[src/design/aarm_pkg.sv]
// Shared constants, types and helpers for the axis-angle rotation matrix block.
package aarm_pkg;

  // CORDIC depth, clamped to the arctangent table
  localparam int CORDIC_STEPS = 16;
  localparam int ATAN_ENTRIES = 24;
  localparam int NSTEP = (CORDIC_STEPS > ATAN_ENTRIES) ? ATAN_ENTRIES :
                         ((CORDIC_STEPS < 0) ? 0 : CORDIC_STEPS);

  // square root: 33 result bits, one per cell
  localparam int SQ_BITS = 33;
  // division: quotient below 2^45, one bit per cell
  localparam int DV_BITS = 45;

  localparam int SQ_LAT  = SQ_BITS;
  localparam int DV_LAT  = DV_BITS;
  localparam int FRONT   = 1 + SQ_LAT + DV_LAT;
  localparam int BACK    = 5;
  localparam int LAT     = FRONT + BACK;
  localparam int CORDIC_DELAY = FRONT - 1 - NSTEP;

  localparam logic signed [31:0] Q28_ONE     = 32'sd268435456;
  localparam logic signed [31:0] Q28_PI      = 32'sd843314857;
  localparam logic signed [31:0] Q28_HALF_PI = 32'sd421657428;
  localparam logic signed [31:0] Q28_TWO_PI  = 32'sd1686629713;
  localparam logic signed [31:0] Q28_GAIN    = 32'sd163008219;

  // one CORDIC cell's working set
  typedef struct packed {
    logic signed [31:0] x;
    logic signed [31:0] y;
    logic signed [31:0] z;
    logic               flip;
  } cordic_t;

  // square root cell state
  typedef struct packed {
    logic [65:0] rem;
    logic [32:0] root;
    logic [47:0] n;
  } sqrt_t;

  // divider cell state (three components in parallel)
  typedef struct packed {
    logic [2:0][45:0] rem;
    logic [2:0][44:0] quo;
    logic [2:0][15:0] mag;
    logic [2:0]       neg;
    logic [32:0]      r;
  } div_t;

  function automatic logic signed [31:0] atan_q28(input int i);
    logic signed [31:0] t;
    unique case (i)
      0: t = 32'sd210828714;  1: t = 32'sd124459457;  2: t = 32'sd65760959;
      3: t = 32'sd33381290;   4: t = 32'sd16755422;   5: t = 32'sd8385879;
      6: t = 32'sd4193963;    7: t = 32'sd2097109;    8: t = 32'sd1048571;
      9: t = 32'sd524287;     10: t = 32'sd262144;    11: t = 32'sd131072;
      12: t = 32'sd65536;     13: t = 32'sd32768;     14: t = 32'sd16384;
      15: t = 32'sd8192;      16: t = 32'sd4096;      17: t = 32'sd2048;
      18: t = 32'sd1024;      19: t = 32'sd512;       20: t = 32'sd256;
      21: t = 32'sd128;       22: t = 32'sd64;        23: t = 32'sd32;
      default: t = 32'sd0;
    endcase
    return t;
  endfunction

  // round Q.28 to Q1.14 and saturate
  function automatic logic signed [15:0] to_q14(input logic signed [35:0] v);
    logic signed [35:0] e;
    e = (v + 36'sd8192) >>> 14;
    if (e > 36'sd32767) return 16'sh7fff;
    if (e < -36'sd32768) return 16'sh8000;
    return e[15:0];
  endfunction

endpackage

[src/design/aarm_sqrt_cell.sv]
// One restoring square-root cell: settles one result bit.
module aarm_sqrt_cell (
  input  logic              clk,
  input  logic              en,
  input  logic [5:0]        bitpos,
  input  aarm_pkg::sqrt_t   d_in,
  output aarm_pkg::sqrt_t   d_out
);
  aarm_pkg::sqrt_t d_nxt;
  logic [65:0] trial, cand;
  logic [79:0] nn;

  // value q<<32 is n with 32 zero bits below; bring down two bits per cell
  always_comb begin
    nn    = {d_in.n, 32'd0};
    cand  = {d_in.rem[63:0], nn[{bitpos, 1'b1}], nn[{bitpos, 1'b0}]};
    trial = {31'd0, d_in.root, 2'b01};
    d_nxt = d_in;
    if (cand >= trial) begin
      d_nxt.rem  = cand - trial;
      d_nxt.root = {d_in.root[31:0], 1'b1};
    end else begin
      d_nxt.rem  = cand;
      d_nxt.root = {d_in.root[31:0], 1'b0};
    end
  end

  // hold while the chain is stalled
  always_ff @(posedge clk) begin
    if (en) d_out <= d_nxt;
  end
endmodule

[config.mk]
export PLATFORM = sky130hd
export DESIGN_NAME = aarm_sqrt_cell
export DESIGN_NICKNAME = d
export VERILOG_FILES = /design/src/design/aarm_pkg.sv /design/src/design/aarm_sqrt_cell.sv
export SDC_FILE = /design/constraint.sdc
export NUM_CORES = 1
export LEC_CHECK = 0
export ABC_AREA = 1
export BUFFER_PORTS_ARGS = -buffer_cell sky130_fd_sc_hd__buf_2
export CAP_MARGIN = 5
export CORE_MARGIN = 2
export CORE_UTILIZATION = 51
export DETAILED_ROUTE_END_ITERATION = 10
export PLACE_DENSITY = 0.91
export SYNTH_ARGS = -nofsm -noshare
export SYNTH_HDL_FRONTEND = slang
export SYNTH_SLANG_ARGS = --single-unit
[constraint.sdc]
create_clock -name clk -period 3.62 [get_ports clk]
set_clock_uncertainty 0.15 [all_clocks]
set_input_delay 0.362 -clock clk [delete_from_list [all_inputs] [get_ports clk]]
set_output_delay 0.362 -clock clk [all_outputs]
set_load 0.05 [all_outputs]
==> Word level (Yosys, flattened, before mapping) <==
Index checks and enable logic that the tools add are counted.
{ "word_totals": {"register_bits": 147, "latch_bits": 0, "ram_bits": 0, "romBits": 0, "inputBits": 155, "out_inout_bits": 147, "elab_cells": 12, "memories": 0} }
{ "classes": {"addsub": 1, "n_mul": 0, "div_mod_pow": 0, "order_cmp": 3, "n_eq_ne": 0, "shift": 0, "n_mux": 5, "bitwise_logic": 0, "reduce_logical": 0} }
{ "ops": {"columns": ["operator", "n"], "rows": [
  ["two-way mux 99 bit", 1],
  [">= comparator 66 x 35 -> 1 bit", 1],
  ["subtractor 66 x 35 -> 66 bit", 1],
  ["less-than comparator 7 x 8 -> 1 bit, second input constant", 2],
  ["binary-select mux 1 bit (select 6 bit)", 2],
  ["two-way mux 1 bit", 2]
]} }

==> Longest topological paths before layout <==
{ "depth": {"word_depth": 4, "mapped_depth": 26, "ltp_nobuf": 23} }

==> Worst setup path before layout <==
No wires, ideal clock.
{ "synth_path": {"path_kind": "input to register", "from": "input bitpos[0]", "to": "register d_out[145] (netlist name) (data pin)", "setup_time_ns": 0.257, "arrival_time_ns": 2.718, "required_ns": 3.213, "slack_ns": 0.495, "cell_stages": 22, "n_path_buf": 2, "cell_sequence": "buf_6 inv_6 buf_6 nand2_1 nand3_1 nand3_1 nand3_1 nand2_1 a21oi_1 ha_1 o21ai_2 nand2_1 nand3b_2 nand2_1 nand2_1 a21oi_1 o21ai_1 nand2_1 nand2_1 a31oi_1 nand2_1 xor2_1"} }
{ "synth_lines": {"columns": ["item", "line", "source"], "rows": [
  ["from (decl)", "aarm_sqrt_cell.sv:5", "input logic [5:0] bitpos,"],
  ["to (signal assigned)", "aarm_sqrt_cell.sv:30", "if (en) d_out <= d_nxt;"],
  ["to (decl)", "aarm_sqrt_cell.sv:7", "output aarm_pkg::sqrt_t d_out"]
]} }

==> out/metrics.json <==
{
  "route": {
    "vias": 9585,
    "iteration_count_of_the_initial_detailed_routing_pass": 9,
    "postRouteWirelength_mm": 33.4,
    "vias_per_cell": 5.69,
    "detailedRoute.firstIterationViolations": 1111,
    "antenna_left": 0,
    "post_drt_wl_per_cell_um": 19.8,
    "drc": 0
  },
  "floorplanning": {
    "core_area_mm2": 0.0172,
    "initial_utilization_pct": 52.0,
    "rows": 48,
    "die_h_um": 137,
    "floorplan.die.width_um": 137,
    "ioPinCount": 302,
    "design.die.area_mm2": 0.0187
  },
  "cells_and_area": {
    "regArea_mm2": 0.00441,
    "area_growth_pct": 39.0,
    "nNetsFinal": 1632,
    "biggestRegsByFlops": "d_out (147)",
    "max_flop_register": "d_out",
    "footprint_of_the_multi_input_gates_mm2": 0.00396,
    "fillers": 1196,
    "fin_cells": 1684,
    "fraction_of_final_layout_cells_sized_beyond_drive_strength_1_pct": 30.2,
    "max_ffs_per_register": 147
  },
  "logic_synthesis": {
    "synthesis.area_mm2": 0.00897,
    "synth.most_common_cell": "sky130_fd_sc_hd__nand2_1",
    "syn-mean-instance-area_um2": 8.76,
    "ys_top_cells_by_area": "sky130_fd_sc_hd__edfxtp_1 49%, sky130_fd_sc_hd__nand2_1 7.6%, sky130_fd_sc_hd__inv_1 6.3%",
    "yosys_register_bits": 147,
    "netlist_top_cells_count": "182 x sky130_fd_sc_hd__nand2_1, 150 x sky130_fd_sc_hd__inv_1, 147 x sky130_fd_sc_hd__edfxtp_1",
    "asyncSetResetFlopFracSynth_pct": 0,
    "synth_enable_flop_cells": 147,
    "share_of_yosys_cell_area_claimed_by_the_top_area_cell_type_pct": 49.2,
    "synthDistinctLibCells": 45,
    "synthesis.instances": 1024,
    "yosysSeqAreaShare_pct": 49.2,
    "synth-warning-count": 0,
    "synth_fp_nets": 1214,
    "synth_top_flop_cell": "sky130_fd_sc_hd__edfxtp_1",
    "yosys.area.top_type": "sky130_fd_sc_hd__edfxtp_1"
  },
  "timing": {
    "slew_violations": 0,
    "post-route-min-period_ns": 3.54,
    "fin_tns_setup_ns": 0,
    "worst_pin_slew_ns": 0.648,
    "slew-limit-headroom_pct": 56.8,
    "timing.final.hold_violations": 0,
    "setup-violations-final": 0,
    "post_layout_worst_setup_margin_ns": 0.0824,
    "max_freq_mhz": 283,
    "fin_crit_sh_pct": 97.7,
    "hold_slack_ns": 0.0113
  },
  "placement": {
    "place_ws_ns": -0.0206,
    "placed_cells_incl_taps": 1571,
    "detailed_place_hpwl_mm": 22.8,
    "routabilityCongestion": 0.967,
    "numPortBuffers": 299
  },
  "worst_setup_path": {
    "worst-path-max-fanout": 12,
    "worst_ep_arrival_time_ns": 3.58,
    "largest_delay_contributor_family_on_the_critical_path": "simple AND/OR/NAND/NOR gates",
    "worst_endpoint_required_time_ns": 3.66,
    "setup.worst_path.end_class": "register",
    "critPathKind": "primary input to register",
    "crit_path_max_incr_delay_ns": 0.52,
    "series_of_cell_instances_along_the_critical_path": "dlygate4sd3_1, buf_2, inv_1, nand2_1, nand3_1, nand3_1, nand3_1, nand2_2, a21oi_2, buf_4, ha_4, o21ai_2, nand2_2, nand3b_4, buf_4, nand4_1, o211ai_2, nand3_2, nand3_4, inv_4, a211oi_1, nand3_1, nand2_1, inv_1",
    "worstSetupStartpointType": "primary input",
    "combined_buffer_and_inverter_count_along_the_critical_path": 7,
    "worst_path_max_delay_cell": "sky130_fd_sc_hd__dlygate4sd3_1",
    "critical_path.most_common_cell": "sky130_fd_sc_hd__nand3_1"
  },
  "cts": {
    "cts-root-buf": "sky130_fd_sc_hd__clkbuf_16",
    "clock_path_buffers": 2,
    "cts_made_buffers": 17,
    "clock_tree_from_tritoncts": "built",
    "cts_max_level": 4,
    "clock_sinks": 147,
    "clock_transition_at_the_registers_of_the_reported_paths_ns": 0.07
  },
  "global_route": {
    "grt_pass1_vias": 9177,
    "overflow": 0,
    "grt_max_degree": 70,
    "grtUsageTotal_pct": 35.1,
    "grt_pass1_wl_mm": 49.0,
    "grt_antenna_before_repair": 4
  },
  "hold_path": {
    "hold_class": "primary input to register"
  },
  "power_and_ir_drop": {
    "combPwrFrac_pct": 30.2,
    "leakage_nw": 5.48,
    "p_sw_share_pct": 36.6,
    "p_per_area_mw_per_mm2": 457,
    "power.sequential.fraction_pct": 37.4,
    "worst_vdd_drop_mv": 0.336,
    "cellInternalPower_w": 0.00361,
    "share_clk_of_total_power_pct": 32.3,
    "power.net_switching_w": 0.00209,
    "finalPower_w": 0.00569
  },
  "status": {
    "status": "completed"
  },
  "flow_run": {
    "max_cap_violations": 0
  }
}
==> stage by stage <==
step	util [%]	area, um^2
finish	72.3	12500
global route	72.3	12500
CTS	71.2	12300
detailed placement	63.5	10900
global placement	63.5	10900
floorplan	-	8970
==> layer usage <==
layer | up-vias | routed length [um] | track usage [%]
li1 | 4273 | - | -
met1 | 4322 | 11800 | 42.3
met2 | 794 | 15300 | 55.5
met3 | 194 | 4050 | 10.5
met4 | 2 | 2210 | 21.0
met5 | - | 13 | 0
==> logic make-up (layout without fill, tap and decap cells) <==
family | Yosys count | after routing | share of synthesized area, %
buffers and inverters | 171 | 602 | 8.19
AND/OR/NAND/NOR | 454 | 454 | 22.4
XOR/XNOR | 51 | 51 | 4.98
flip-flops | 147 | 147 | 49.2
adder cells (fa/ha/maj) | 35 | 35 | 4.88
AO/OA/AOI/OAI | 166 | 166 | 10.4
other | 0 | 4 | 0
==> worst paths after layout <==
| kind | slack, ns | to | cells after the start | start |
|---|---|---|---|---|
| worst max-delay path | 0.08 | d_out[130] | 24 | d_in[29] |
| worst min-delay path | 0.01 | d_out[60] | 1 | d_in[59] |
==> final cells by class <==
type                            instances  share of cell area [%]
Antenna cell                            4                  0.0803
Clock buffer                           17                    3.41
Clock inverter                         15                    1.39
Inverter                              155                    4.73
Multi-Input combinational cell        706                    31.7
Sequential cell                       147                    35.4
Tap cell                              225                    2.26
Timing Repair Buffer                  415                    21.0
==> cell usage in the layout, fill, tap and decap left out, drive strengths merged <==
master	instances
a211oi	2
a21oi	66
a31oi	3
and3	1
buf	342
bufinv	2
clkbuf	17
clkinv	6
diode	4
dlygate4sd3	71
dlymetal6s4s	2
edfxtp	147
ha	35
inv	162
nand2	199
nand3	60
nand3b	5
nand4	9
nor2	149
nor3	20
nor3b	1
nor4	7
o211a	1
o211ai	7
o21a	10
o21ai	74
o21bai	1
o221ai	1
o22ai	1
or2	3
xnor2	32
xor2	19
==> power by group through the flow <==
stage               Clock, W  Combinational [W]  Sequential (W)
floorplan                  0           0.000477         0.00276
global placement           0            0.00155         0.00215
detailed placement         0            0.00157         0.00216
CTS                  0.00182            0.00165         0.00212
global route         0.00190            0.00181         0.00214
finish               0.00184            0.00172         0.00213
==> timing repair <==
action                                  4_1_cts  5_1_grt
setup buffers                                 0        5
gates resized for setup                       0       38
endpoints found under the setup margin        0       58
hold buffers                                 73        0
hold endpoints to repair                     73        0
(Power assumes the default switching activity.)
