===== src/design/aarm_pkg.sv =====
// Shared constants, types and helpers for the axis-angle rotation matrix block.
package aarm_pkg;

  // CORDIC depth, clamped to the arctangent table
  localparam int CORDIC_STEPS = 16;
  localparam int ATAN_ENTRIES = 24;
  localparam int NSTEP = (CORDIC_STEPS > ATAN_ENTRIES) ? ATAN_ENTRIES :
                         ((CORDIC_STEPS < 0) ? 0 : CORDIC_STEPS);

  // square root: 33 result bits, one per cell
  localparam int SQ_BITS = 33;
  // division: quotient below 2^45, one bit per cell
  localparam int DV_BITS = 45;

  localparam int SQ_LAT  = SQ_BITS;
  localparam int DV_LAT  = DV_BITS;
  localparam int FRONT   = 1 + SQ_LAT + DV_LAT;
  localparam int BACK    = 5;
  localparam int LAT     = FRONT + BACK;
  localparam int CORDIC_DELAY = FRONT - 1 - NSTEP;

  localparam logic signed [31:0] Q28_ONE     = 32'sd268435456;
  localparam logic signed [31:0] Q28_PI      = 32'sd843314857;
  localparam logic signed [31:0] Q28_HALF_PI = 32'sd421657428;
  localparam logic signed [31:0] Q28_TWO_PI  = 32'sd1686629713;
  localparam logic signed [31:0] Q28_GAIN    = 32'sd163008219;

  // one CORDIC cell's working set
  typedef struct packed {
    logic signed [31:0] x;
    logic signed [31:0] y;
    logic signed [31:0] z;
    logic               flip;
  } cordic_t;

  // square root cell state
  typedef struct packed {
    logic [65:0] rem;
    logic [32:0] root;
    logic [47:0] n;
  } sqrt_t;

  // divider cell state (three components in parallel)
  typedef struct packed {
    logic [2:0][45:0] rem;
    logic [2:0][44:0] quo;
    logic [2:0][15:0] mag;
    logic [2:0]       neg;
    logic [32:0]      r;
  } div_t;

  function automatic logic signed [31:0] atan_q28(input int i);
    logic signed [31:0] t;
    unique case (i)
      0: t = 32'sd210828714;  1: t = 32'sd124459457;  2: t = 32'sd65760959;
      3: t = 32'sd33381290;   4: t = 32'sd16755422;   5: t = 32'sd8385879;
      6: t = 32'sd4193963;    7: t = 32'sd2097109;    8: t = 32'sd1048571;
      9: t = 32'sd524287;     10: t = 32'sd262144;    11: t = 32'sd131072;
      12: t = 32'sd65536;     13: t = 32'sd32768;     14: t = 32'sd16384;
      15: t = 32'sd8192;      16: t = 32'sd4096;      17: t = 32'sd2048;
      18: t = 32'sd1024;      19: t = 32'sd512;       20: t = 32'sd256;
      21: t = 32'sd128;       22: t = 32'sd64;        23: t = 32'sd32;
      default: t = 32'sd0;
    endcase
    return t;
  endfunction

  // round Q.28 to Q1.14 and saturate
  function automatic logic signed [15:0] to_q14(input logic signed [35:0] v);
    logic signed [35:0] e;
    e = (v + 36'sd8192) >>> 14;
    if (e > 36'sd32767) return 16'sh7fff;
    if (e < -36'sd32768) return 16'sh8000;
    return e[15:0];
  endfunction

endpackage


===== src/design/aarm_div_cell.sv =====
// One restoring divider cell: one quotient bit for each of three components.
module aarm_div_cell (
  input  logic             clk,
  input  logic             en,
  input  logic [5:0]       bitpos,
  input  aarm_pkg::div_t   d_in,
  output aarm_pkg::div_t   d_out
);
  aarm_pkg::div_t d_nxt;
  logic [60:0] num [3];
  logic [45:0] cand [3];

  // dividend is mag<<44, its bits above 44 preloaded as the remainder;
  // bring down one bit per cell
  always_comb begin
    d_nxt = d_in;
    for (int k = 0; k < 3; k++) begin
      num[k]  = {d_in.mag[k], 45'd0} >> 1;
      cand[k] = {d_in.rem[k][44:0], num[k][bitpos]};
      if (cand[k] >= {13'd0, d_in.r}) begin
        d_nxt.rem[k] = cand[k] - {13'd0, d_in.r};
        d_nxt.quo[k] = {d_in.quo[k][43:0], 1'b1};
      end else begin
        d_nxt.rem[k] = cand[k];
        d_nxt.quo[k] = {d_in.quo[k][43:0], 1'b0};
      end
    end
  end

  // hold while the chain is stalled
  always_ff @(posedge clk) begin
    if (en) d_out <= d_nxt;
  end
endmodule


===== config.mk =====
export PLATFORM = sky130hd
export DESIGN_NAME = aarm_div_cell
export DESIGN_NICKNAME = d
export VERILOG_FILES = /design/src/design/aarm_pkg.sv /design/src/design/aarm_div_cell.sv
export SDC_FILE = /design/constraint.sdc
export NUM_CORES = 1
export LEC_CHECK = 0
export BUFFER_PORTS_ARGS = -buffer_cell sky130_fd_sc_hd__clkbuf_2
export CORE_AREA = 3 3 281 283
export CTS_CLUSTER_SIZE = 16
export DETAILED_ROUTE_END_ITERATION = 6
export DIE_AREA = 0 0 284 286
export RECOVER_POWER = 100
export REMOVE_ABC_BUFFERS = 1
export SLEW_MARGIN = 30
export SYNTH_ARGS = -nofsm -noshare
export SYNTH_HDL_FRONTEND = slang
export SYNTH_SLANG_ARGS = --single-unit

===== constraint.sdc =====
create_clock -name clk -period 12.2 [get_ports clk]
set_clock_uncertainty 0.15 [all_clocks]
set_input_delay 1.83 -clock clk [delete_from_list [all_inputs] [get_ports clk]]
set_output_delay 1.83 -clock clk [all_outputs]
set_load 0.01 [all_outputs]

Word-level counts from Yosys, hierarchy flattened:

Index checks and enable logic that the tools add are counted.

* add/sub/neg operators: 3
* magnitude comparators: 4
* mux-type cells: 12

Operator list (count)
* 46-bit by 33-bit >= comparator with 1-bit output: 3
* 46-bit 2-to-1 mux: 3
* 46-bit by 33-bit subtractor with 46-bit output: 3
* 1-bit binary-select mux with 6-bit select: 3
* 6-bit by 7-bit < comparator with 1-bit output (second input constant): 1
* 1-bit 2-to-1 mux: 6

* register bits after elaboration: 357
* word-level logic and storage cells: 30

Longest topological paths before layout:

Gate-level depths: netlist of the first run.

* depth in word-level cells: 4
* mapped depth: 20
* depth with buffers taken out: 17

Least setup slack after synthesis of the first run:

OpenSTA, ideal clock, no wires.

* kind: input to register
* from: input bitpos[0]
* to: register d_out[324] (netlist bit) (data pin)
* arrival: 5.827 ns
* required time: 11.790 ns
* path slack: 5.963 ns
* stages on the path: 20
* cell sequence: buf_1 mux4_2 a22o_1 nand2_1 o21ai_0 nand2_1 ha_1 inv_1 fa_1 a21o_1 a221oi_2 o31a_2 nor4_4 o21ai_1 a21o_1 and2_1 buf_4 inv_2 buf_6 mux2_2

RTL lines
* start: declaration: RTL line aarm_div_cell.sv:5 `input logic [5:0] bitpos,`
* end signal: assignment: RTL line aarm_div_cell.sv:32 `if (en) d_out <= d_nxt;`
* end: declaration: RTL line aarm_div_cell.sv:7 `output aarm_pkg::div_t d_out`

Final worst setup path of the first run:

* from: input en
* to: register d_out[100] (netlist bit) (enable)

RTL lines
* start: declaration: RTL line aarm_div_cell.sv:4 `input logic en,`

No word-level cell between the ends.

==> summary.md, run 1 <==
| Metric | Value |
|---|---|
| Slew HR | `-242%` |
| CP Launch Type | `primary input` |
| Initial antenna violation count | `13` |
| Synth warnings | `0` |
| Crit. End Element | `flop` |
| Worst Path Max Fanout | `89` |
| GR Overflow Total | `0` |
| Synth unique cells | `78` |
| Post-DP HPWL | `62100 um` |
| Synth Area per Inst | `11.9 um^2` |
| Crit. Startpoint | `en` |
| Core Util, Final | `32.1%` |
| Vias/cell | `4.70` |
| Drc violations | `0` |
| ANT nets after route | `0` |
| Total CTS buffers | `45` |
| Final wirelength | `76800 um` |
| Number of synthesized flops with an enable pin | `357` |
| RSZ-0062 raised after global routing | `false` |
| CTS tree | `built` |
| Lkg Pwr | `0.00932 uW` |
| Mapped Area | `19200 um^2` |
| Dpl ws | `4.37 ns` |
| Post-CTS Resized | `0` |
| Post-Synthesis Cells | `1609` |
| Clk slew on worst S/H paths | `0.06 ns` |
| Setup TNS | `0 ns` |
| Post-CTS setup buffer count | `0` |
| Share of layout cells above drive strength 1 | `17.7%` |
| Fmax achieved | `114 MHz` |
| Cts hold-fix bufs | `0` |
| First-pass GRT wire length | `107000 um` |
| Largest regs | `d_out: 357 flops` |
| Inst Count DP | `3306` |
| Top reg by flops | `d_out` |
| Critical Path RT | `12.31 ns` |
| Initial drt markers | `1200` |
| Clock share of power | `36.9%` |
| Placed Area | `23900 um^2` |
| Comb pwr share | `20.0%` |
| Final Hold Fails | `0` |
| Simple-Gate Fraction of Synth Area | `11.0%` |
| Status | `finished with violations` |
| DR pass1 iterations | `5` |
| Worst-Margin Slew | `5.12 ns` |
| Synth Area in Adders | `6.77%` |
| Area delta synth->final | `28.8%` |
| All-layer global routing usage | `17.9%` |
| Htree depth | `2` |
| Synth Area in XOR/XNOR | `5.53%` |
| Reg power frac | `43.1%` |
| Vias | `15949` |
| Net Switching | `1070 uW` |
| Setup violators final | `0` |
| Die footprint | `81200 um^2` |
| Fin area | `24700 um^2` |
| Yosys reg bits | `357` |
| Worst setup margin | `3.45 ns` |
| Final Non-Filler Cells | `3396` |
| Worst hold path class | `primary input to flop` |
| Post-DR wirelength/cell | `22.6 um` |
| Sequential area share after synthesis | `55.9%` |
| Final Max Tran Viols | `286` |
| Root Buffer | `clkbuf_16` |
| DIE HEIGHT | `286 um` |
| Row count | `102` |
| Worst min-delay path startpoint | `d_in[202]` |
| Initial core utilization | `24.9%` |
| Peak VDD IR | `0.0000953 V` |
| Worst-case clock buffer depth | `3` |
| Power Density | `146 nW/um^2` |
| Prevailing post-synth register cell | `edfxtp_1` |
| CP Class | `primary input to flop` |
| Largest family of logic cells by synthesized area | `compound AO/OA/AOI/OAI gates` |
| I/O Buffers | `715` |
| Fin crit share | `71.7%` |
| Hold Path Stages | `1` |
| Vias in the first global route | `15532` |
| Die width | `284 um` |
| Largest net degree at the start of global routing | `90` |
| Largest register FFs | `357` |
| Final nets | `2781` |
| Mux cell area share after synthesis | `3.47%` |
| Switching share of power | `29.6%` |
| Min cycle time layout | `8.75 ns` |
| # Max-Cap Violations | `5` |
| Share of async-settable or async-resettable flops after synthesis | `0%` |
| CP arrival | `8.86 ns` |
| Core area | `77000 um^2` |
| RePlAce Congestion | `0.931` |
| IO Count | `722` |
| Violations in the final reports | `max-capacitance violations, max-slew violations` |
| Sink Count | `357` |
| Compound-Gate Fraction of Synth Area | `14.2%` |
| Int Power | `2540 uW` |
==> Yosys cell counts, types with 16 or more instances <==
master    number  share of area (%)
a21o_1        48                1.9
a21oi_1      127                3.3
buf_2         16               0.42
clkbuf_1      39               0.76
edfxtp_1     357                 56
ha_1          99                6.5
inv_1         66                1.3
mux2_2        28                1.6
nand2_1      117                2.3
nand3_1       26               0.68
nand4_1       45                1.5
nor2_1        92                1.8
nor3_1        28               0.73
nor4_1        21               0.69
o21ai_0      108                2.8
o21bai_1      19               0.74
o31ai_1       16               0.63
xnor2_1       66                3.0
xor2_1        55                2.5
==> layer usage <==
| metal | share of wire (%) | vias to the layer above | wire, um | track usage (%) |
|---|---|---|---|---|
| met5 | 0.17 | - | 133 | 0.893 |
| met4 | 3.5 | 8 | 2690 | 6.82 |
| met3 | 8.3 | 112 | 6350 | 5.00 |
| met1 | 43 | 7624 | 33200 | 23.8 |
| met2 | 45 | 641 | 34400 | 27.8 |
| li1 | - | 7564 | - | - |
==> kinds of logic (layout without fill, tap and decap cells) <==
| family | after synthesis | in the layout |
|---|---|---|
| AO/OA/AOI/OAI | 425 | 425 |
| flip-flops | 357 | 357 |
| XOR/XNOR | 121 | 121 |
| multiplexers | 48 | 48 |
| buffers and inverters | 137 | 878 |
| other | 0 | 6 |
| adder cells (fa/ha/maj) | 102 | 102 |
| AND/OR/NAND/NOR | 419 | 419 |
==> worst max-delay path, stage by stage <==
cell and delay (ns):
clkbuf_1 3.51, clkbuf_1 2.40, buf_4 0.68, buf_16 0.31
==> per-stage QoR <==
step	hold slack (ns)	total power, uW
global placement	1.86	2330
CTS	1.21	3690
global route	1.23	3780
detailed placement	1.86	2330
floorplan	1.78	1960
finish	1.27	3600
==> layout by cell type, fill, tap and decap left out, drive strengths merged, types with 29 or more instances in the layout <==
cell type	n
a21o	50
o21ai	109
clkbuf	772
a21oi	127
xor2	55
nor2	92
xnor2	66
inv	72
edfxtp	357
ha	99
nand4	45
nand2	117
nor3	29
==> layout make-up <==
cell class | instances | area [um^2]
clock buffer | 53 | 1180
antenna | 6 | 15.0
timing repair buffer | 727 | 3120
tap | 1040 | 1300
inverter | 68 | 255
fill | 8089 | 52300
multi-input combinational | 1115 | 7830
clock inverter | 30 | 282
sequential | 357 | 10700
==> power groups by stage <==
stage | Clock, uW | Sequential [uW] | Combinational [uW]
global route | 1420 | 1570 | 792
detailed placement | 0 | 1570 | 760
CTS | 1380 | 1550 | 764
global placement | 0 | 1570 | 756
finish | 1330 | 1550 | 722
floorplan | 0 | 1640 | 324
==> worst paths after layout <==
kind / endpoint / slack, ns
max: d_out[100] / 3.45
min: d_out[203] / 1.27
No activity file was read; power rests on OpenSTA's default activity.
==> run 2, diff against run 1 <==
--- a/config.mk
+++ b/config.mk
@@ -6,10 +6,10 @@
 export NUM_CORES = 1
 export LEC_CHECK = 0
 export BUFFER_PORTS_ARGS = -buffer_cell sky130_fd_sc_hd__clkbuf_2
-export CORE_AREA = 3 3 281 283
+export CORE_AREA = 3 3 282 284
 export CTS_CLUSTER_SIZE = 16
 export DETAILED_ROUTE_END_ITERATION = 6
-export DIE_AREA = 0 0 284 286
+export DIE_AREA = 0 0 285 287
 export RECOVER_POWER = 100
 export REMOVE_ABC_BUFFERS = 1
 export SLEW_MARGIN = 30
==> constraint.sdc (replaced) <==
create_clock -name clk -period 7.09 [get_ports clk]
set_clock_uncertainty 0.15 [all_clocks]
set_input_delay 1.0635 -clock clk [delete_from_list [all_inputs] [get_ports clk]]
set_output_delay 1.0635 -clock clk [all_outputs]
set_load 0.01 [all_outputs]
==> summary.md, run 2 (synthesized netlist as in run 1, its figures left out) <==
| Metric | Value |
|---|---|
| Status | `finished with violations` |
| Violations in the final reports | `max-capacitance violations, max-slew violations` |
| Max incr delay on CP | `0.74 ns` |
| Final Non-Filler Cells | `3403` |
| Worst-Margin Slew | `5.05 ns` |
| RSZ-0062 raised after global routing | `false` |
| Net Switching | `1860 uW` |
| Most frequent cells in the layout | `443 x clkbuf_1, 357 x edfxtp_1, 281 x clkbuf_2, 127 x a21oi_1, 117 x nand2_1` |
| Cts hold-fix bufs | `0` |
| Initial drt markers | `921` |
| Final nets | `2782` |
| ANT nets after route | `0` |
| Sink Count | `357` |
| Initial core utilization | `24.8%` |
| Critical Path RT | `7.25 ns` |
| Total CTS buffers | `46` |
| Int Power | `4340 uW` |
| Reg power frac | `43.0%` |
| Core Util, Final | `32.0%` |
| Vias in the first global route | `15996` |
| Min cycle time layout | `6.09 ns` |
| Peak VDD IR | `0.000145 V` |
| Clock share of power | `36.9%` |
| Final Max Tran Viols | `110` |
| Placed Area | `23900 um^2` |
| I/O Buffers | `715` |
| Setup TNS | `0 ns` |
| Largest register FFs | `357` |
| Setup violators final | `0` |
| First-pass GRT wire length | `109000 um` |
| Largest regs | `d_out: 357 flops` |
| Power Density | `250 nW/um^2` |
| Fin crit share | `85.9%` |
| Switching share of power | `30.0%` |
| CP arrival | `6.25 ns` |
| Share of layout cells above drive strength 1 | `18.0%` |
| Htree depth | `2` |
| Final Hold Fails | `0` |
| CTS tree | `built` |
| Fin area | `24800 um^2` |
| DIE HEIGHT | `287 um` |
| Vias | `16008` |
| DR pass1 iterations | `5` |
| Comb pwr share | `20.1%` |
| Area delta synth->final | `29.2%` |
| All-layer global routing usage | `18.1%` |
| Kind of cell adding the most delay to the critical path | `compound AO/OA/AOI/OAI gates` |
| Top reg by flops | `d_out` |
| Slowest CP cell | `clkbuf_1` |
| CP cell instances | `clkbuf_1 > mux4_2 > a22o_1 > nand2_1 > o21ai_0 > nand2_1 > ha_1 > inv_1 > fa_1 > a21o_1 > a221oi_1 > o221ai_2 > a211o_1 > o221ai_1 > and2_4 > buf_4 > nor4b_1 > xor2_1` |
| Core area | `77300 um^2` |
| Largest net degree at the start of global routing | `103` |
| CP Launch Type | `primary input` |
| Worst-case clock buffer depth | `3` |
| Row count | `102` |
| Initial antenna violation count | `19` |
| Worst hold path class | `primary input to flop` |
| Bufs and invs on worst path | `3` |
| Worst Path Max Fanout | `31` |
| Inst Count DP | `3307` |
| IO Count | `722` |
| Cell repeated most along the worst path | `nand2_1` |
| CP Class | `primary input to flop` |
| Post-DR wirelength/cell | `22.9 um` |
| Lkg Pwr | `0.00936 uW` |
| Post-CTS Resized | `0` |
| Clk slew on worst S/H paths | `0.06 ns` |
| Post-CTS setup buffer count | `0` |
| Drc violations | `0` |
| Most common cell after layout, fill and taps aside | `clkbuf_1` |
| Crit. End Element | `flop` |
| Root Buffer | `clkbuf_16` |
| # Max-Cap Violations | `2` |
| Die width | `285 um` |
| Post-DP HPWL | `63800 um` |
| Fill count | `8173` |
| Fmax achieved | `164 MHz` |
| Final wirelength | `77900 um` |
| Die footprint | `81800 um^2` |
| Slew HR | `-237%` |
| RePlAce Congestion | `0.903` |
| Vias/cell | `4.70` |
| GR Overflow Total | `0` |
run 2: cell count changes in the layout (fill, tap and decap cells not counted), moves of 3 or more:
cell,before,now
buf_4,6,9
clkbuf_1,448,443
clkbuf_2,278,281
clkinvlp_4,6,1
diode_2,6,12
run 2: routing by layer:
metal	routed length, um	global-route usage [%]	part of all wire [%]	up-vias
met5	103	0	0.13	-
met4	1780	4.39	2.3	16
met3	6270	5.75	8.1	94
met2	36300	30.1	47	535
met1	33400	23.0	43	7777
li1	-	-	-	7586
run 2: final cells by class:
| type | count | area (um^2) | share of cell area (%) |
|---|---|---|---|
| sequential | 357 | 10700 | 43.3 |
| clock buffer | 55 | 1180 | 4.78 |
| antenna | 12 | 30.0 | 0.121 |
| multi-input combinational | 1115 | 7850 | 31.7 |
| inverter | 68 | 255 | 1.03 |
| tap | 1040 | 1300 | 5.25 |
| clock inverter | 29 | 279 | 1.13 |
| timing repair buffer | 727 | 3150 | 12.7 |
run 2: per-stage QoR:
| step | worst slack [ns] | power [uW] | hold WS [ns] |
|---|---|---|---|
| final | 1.00 | 6200 | 0.482 |
| after global routing | 0.617 | 6510 | 0.438 |
| after CTS | 1.55 | 6370 | 0.426 |
| after detailed placement | 0.897 | 4020 | 1.09 |
| after global placement | 0.873 | 4010 | 1.09 |
| after floorplan | -0.0260 | 3370 | 1.01 |
run 2: worst paths after layout:
| path | from | endpoint | slack, ns | cells after the start |
|---|---|---|---|---|
| worst max-delay path | bitpos[0] | d_out[310] | 1.00 | 18 |
| worst min-delay path | d_in[142] | d_out[143] | 0.48 | 1 |
run 2: power by group through the flow:
stage	Sequential, uW	Combinational [uW]	Clock (uW)
6_report	2670	1240	2290
5_1_grt	2690	1370	2460
4_1_cts	2670	1320	2380
3_5_place_dp	2710	1310	0
3_3_place_gp	2700	1310	0
2_1_floorplan	2820	557	0
